==> config.mk <==
export PLATFORM = sky130hd
export DESIGN_NAME = foa_cell
export DESIGN_NICKNAME = d
export VERILOG_FILES = /design/src/design/fifo_greedy_order_allocator_core_macros.svh /design/src/design/foa_pkg.sv /design/src/design/foa_cell.sv
export SDC_FILE = /design/constraint.sdc
export NUM_CORES = 1
export LEC_CHECK = 0
export ABC_AREA = 1
export BUFFER_PORTS_ARGS = -buffer_cell sky130_fd_sc_hd__buf_2
export CELL_PAD_IN_SITES_DETAIL_PLACEMENT = 1
export CELL_PAD_IN_SITES_GLOBAL_PLACEMENT = 1
export CORE_AREA = 2 2 187 189
export CTS_CLUSTER_DIAMETER = 50
export CTS_CLUSTER_SIZE = 8
export DETAILED_ROUTE_END_ITERATION = 8
export DIE_AREA = 0 0 189 191
export GPL_TIMING_DRIVEN = 0
export MAX_ROUTING_LAYER = met4
export PLACE_DENSITY_LB_ADDON = 0.1
export SLEW_MARGIN = 20
export SYNTH_ARGS = -nofsm -noshare
export SYNTH_HDL_FRONTEND = slang
export SYNTH_SLANG_ARGS = --single-unit
==> constraint.sdc <==
create_clock -name clock -period 4.4 [get_ports clock]
set_input_delay 0.66 -clock clock [delete_from_list [all_inputs] [get_ports clock]]
set_output_delay 0.66 -clock clock [all_outputs]
set_load 0.01 [all_outputs]
==> src/design/fifo_greedy_order_allocator_core_macros.svh <==
// Assertion macros used by the order allocator core
`ifndef FIFO_GREEDY_ORDER_ALLOCATOR_CORE_MACROS_SVH
`define FIFO_GREEDY_ORDER_ALLOCATOR_CORE_MACROS_SVH

// invariant checked on every edge out of reset
`define FOA_ASSERT_ALWAYS(label, clk, rst, cond, msg) \
   label: assert property (@(posedge clk) disable iff (rst) (cond)) else $error(msg);

// condition on one edge implies another on the next edge
`define FOA_ASSERT_NEXT(label, clk, rst, pre, post, msg) \
   label: assert property (@(posedge clk) disable iff (rst) (pre) |=> (post)) else $error(msg);

`endif

==> src/design/foa_pkg.sv <==
// Shared types and constants of the order allocator
`default_nettype none
package foa_pkg;
   localparam int DefaultDepth   = 16;
   localparam int DefaultColumns = 4;
   localparam int AmountWidth    = 32;
   localparam int TagWidth       = 32;
   localparam int MaxColumns     = 4;

   typedef enum logic [1:0] {
      MODE_APPEND   = 2'd0,
      MODE_REMOVE   = 2'd1,
      MODE_READ     = 2'd2,
      MODE_ALLOCATE = 2'd3
   } mode_type;

   typedef enum logic [1:0] {
      KIND_ACK      = 2'd0,
      KIND_READ     = 2'd1,
      KIND_RECORD   = 2'd2,
      KIND_LEFTOVER = 2'd3
   } kind_type;

   typedef enum logic [1:0] {
      STATUS_OK    = 2'd0,
      STATUS_FULL  = 2'd1,
      STATUS_RANGE = 2'd2
   } status_type;

   typedef enum logic [1:0] {
      ST_IDLE,
      ST_COUNT,
      ST_ALLOC,
      ST_LEFTOVER
   } state_type;

   // per-cell control: load own entry from the next cell, or from the write bus
   typedef struct packed {
      logic shift;
      logic write;
   } cell_ctl_type;
endpackage
`default_nettype wire

==> src/design/foa_cell.sv <==
// One queue cell: holds a tag and its quantities, loads from its neighbour or from the write bus
`default_nettype none
module foa_cell
   import foa_pkg::*;
#(
   parameter int COLUMNS = DefaultColumns
) (
   input  wire                                    clock,
   input  wire  cell_ctl_type                     ctl,
   input  wire  [TagWidth-1:0]                    wr_tag,
   input  wire  [COLUMNS-1:0][AmountWidth-1:0]    wr_amt,
   input  wire  [TagWidth-1:0]                    nb_tag,
   input  wire  [COLUMNS-1:0][AmountWidth-1:0]    nb_amt,
   output logic [TagWidth-1:0]                    tag,
   output logic [COLUMNS-1:0][AmountWidth-1:0]    amt
);
   logic [TagWidth-1:0]                 tag_ff, tag_in;
   logic [COLUMNS-1:0][AmountWidth-1:0] amt_ff, amt_in;

   always_comb begin
      tag_in = tag_ff;
      amt_in = amt_ff;
      if (ctl.write) begin
         tag_in = wr_tag;
         amt_in = wr_amt;
      end else if (ctl.shift) begin
         tag_in = nb_tag;
         amt_in = nb_amt;
      end
   end

   always_ff @(posedge clock) begin
      tag_ff <= tag_in;
      amt_ff <= amt_in;
   end

   assign tag = tag_ff;
   assign amt = amt_ff;
endmodule
`default_nettype wire

==> summary.txt <==
outcome - completed
Yosys reg bits - 160
largest area contributor in the netlist - edfxtp_1
ys async rst share - 0
Starting Density - 0.201
first-pass GRT wire length - 41900 um
IO Port Bufs - 481
DR WL/cell - 17.4 um
most common cell in the synthesized netlist - nand2_1
Final min period - 2140 ps
Post-synth EDFFs - 160
sequential fraction of the synthesis area - 0.700
H-tree depth - 4
synthesized area - 6870 um2
GPL Wtd Cong - 0.782
vias - 6478
Site Rows - 68
Die W - 189 um
share of post-route cells with drive strength above 1 - 0.455
Slew Limit Fails - 0
Hold WC Path Type - in -> reg
Leak - 0.00544 uW
hold path startpoint - nb_amt[68]
initial antenna violation count - 6
Peak Freq - 0.466 GHz
die height - 191 um
slew margin rel. - 0.608
clock share of power - 0.368
Yosys Warn Count - 0
Final period util - 0.487
vias in the first global route - 6906
Reg clk slew, reported paths - 70 ps
largest net degree at the start of global routing - 46
Overflow after GRT - 0
Vias/cell - 3.92
Critical Path RT - 4520 ps
Post-Place Cells - 1616
Syn Area/Cell - 10.1 um2
hpwl dp - 23000 um
Global Route Usage Sum - 0.164
DR DRC count - 0
Cell Int Power - 3030 uW
most instantiated cells after synthesis - 480 x nand2_1, 160 x edfxtp_1, 22 x buf_2
RSZ-0062 raised after global routing - false
Clk Tree Root Cell - clkbuf_16
Top Ports - 483
final WL - 28800 um
startpoint type of the worst setup path - input pin
Sw Ratio - 0.253
Final #Nets - 1503
clk sinks - 160
Worst setup EP type - flop
Gate Count Post-Synth - 677
Worst-Margin Slew - 588 ps
die area - 36100 um2
sw power - 1030 uW
PD cells - 387 nW/um2
Routed Antenna Nets - 0
core area - 34100 um2
critical path class - in -> reg
CTS Hold Bufs - 0
Data arrival, critical path - 2260 ps
Synth Net Count - 1000
CP startpoint - ctl[0]
Fin. Hold Viols - 0
combinational share of power - 0.161
P&R area growth vs syn - 53.0%
fin cells - 1653
final setup violation count - 0
CTS Buf Count - 17
total of max-cap violations - 0
WHS - 480 ps
Post-synth top flop - edfxtp_1
DR iter-0 viols - 208
CTS tree - done
Yosys cell types - 7
critical-path maximum fanout - 45
Sequential Power Share - 0.471
First-pass DRT Iterations - 4
clock buffer depth - 2
post-CTS resize count - 0
Yosys top cell area share - 0.700
postcts setup bufs - 0
Synth area leaders - edfxtp_1 70%, nand2_1 26%, buf_6 1.8%, buf_2 1.6%, buf_4 0.22%
worst vdd rail ir drop - 0.248 mV
==> worst max-delay path, cell delays in order <==
cell and delay, ps:
buf_4 170, buf_4 240, or2_4 530, buf_16 320, buf_16 250
==> power by group through the flow <==
stage | registers, uW | clock network [uW] | logic [uW]
3_3_place_gp | 1950 | 0 | 667
5_1_grt | 1930 | 1610 | 734
2_1_floorplan | 2050 | 0 | 167
6_report | 1910 | 1490 | 656
4_1_cts | 1920 | 1560 | 678
3_5_place_dp | 1950 | 0 | 677
==> final timing paths <==
check	endpoint	cells after the start	slack, ps
worst max-delay path	tag[14]	5	2260
worst min-delay path	amt[68]	3	480
==> logic make-up (layout without fill, tap and decap cells) <==
| kind of cell | count (synthesis) | after routing | synth area share |
|---|---|---|---|
| simple gates | 481 | 481 | 0.263 |
| buf+inv | 36 | 551 | 0.0372 |
| other cells | 0 | 6 | 0 |
| flops | 160 | 160 | 0.700 |
==> stage by stage <==
stage	power (uW)	setup slack [ps]	area [um2]	setup TNS (ps)	util
global route	4270	2110	10500	0	0.308
floorplan	2210	1060	6870	0	-
detailed placement	2630	1700	9930	0	0.291
finish	4060	2260	10500	0	0.308
global placement	2620	-449	9840	-69640	0.289
CTS	4150	2180	10500	0	0.307
==> placed cells by master (no fill, tap or decap) <==
cell type,Yosys,final
clkbuf_16,0,17
clkinvlp_4,0,1
bufinv_16,0,3
buf_6,11,11
clkbuf_1,0,5
diode_2,0,6
buf_2,22,503
buf_4,2,2
nand2_1,480,480
inv_4,1,1
clkinv_1,0,5
edfxtp_1,160,160
or2_4,0,1
buf_16,0,3
==> flip-flops by register name, indices dropped and copies added (netlist names) <==
register / flops
amt: 128
tag: 32
==> cell type report <==
cell class | count | area, um2
clock inverters | 9 | 116
flip-flops and latches | 160 | 4800
well taps | 455 | 569
repair buffers | 484 | 2490
inverters | 1 | 6.26
fillers | 4113 | 23600
diodes | 6 | 15.0
clock buffers | 22 | 444
multi-input cells | 481 | 1810
plain buffers | 35 | 249
==> metal layers <==
| layer | wire length (um) | global-route usage | part of all wire |
|---|---|---|---|
| met1 | 10400 | 0.165 | 0.36 |
| met2 | 14900 | 0.284 | 0.52 |
| met3 | 3050 | 0.0705 | 0.11 |
| met4 | 499 | 0.0541 | 0.017 |
| met5 | 0 | - | 0 |
(Power assumes the default switching activity.)
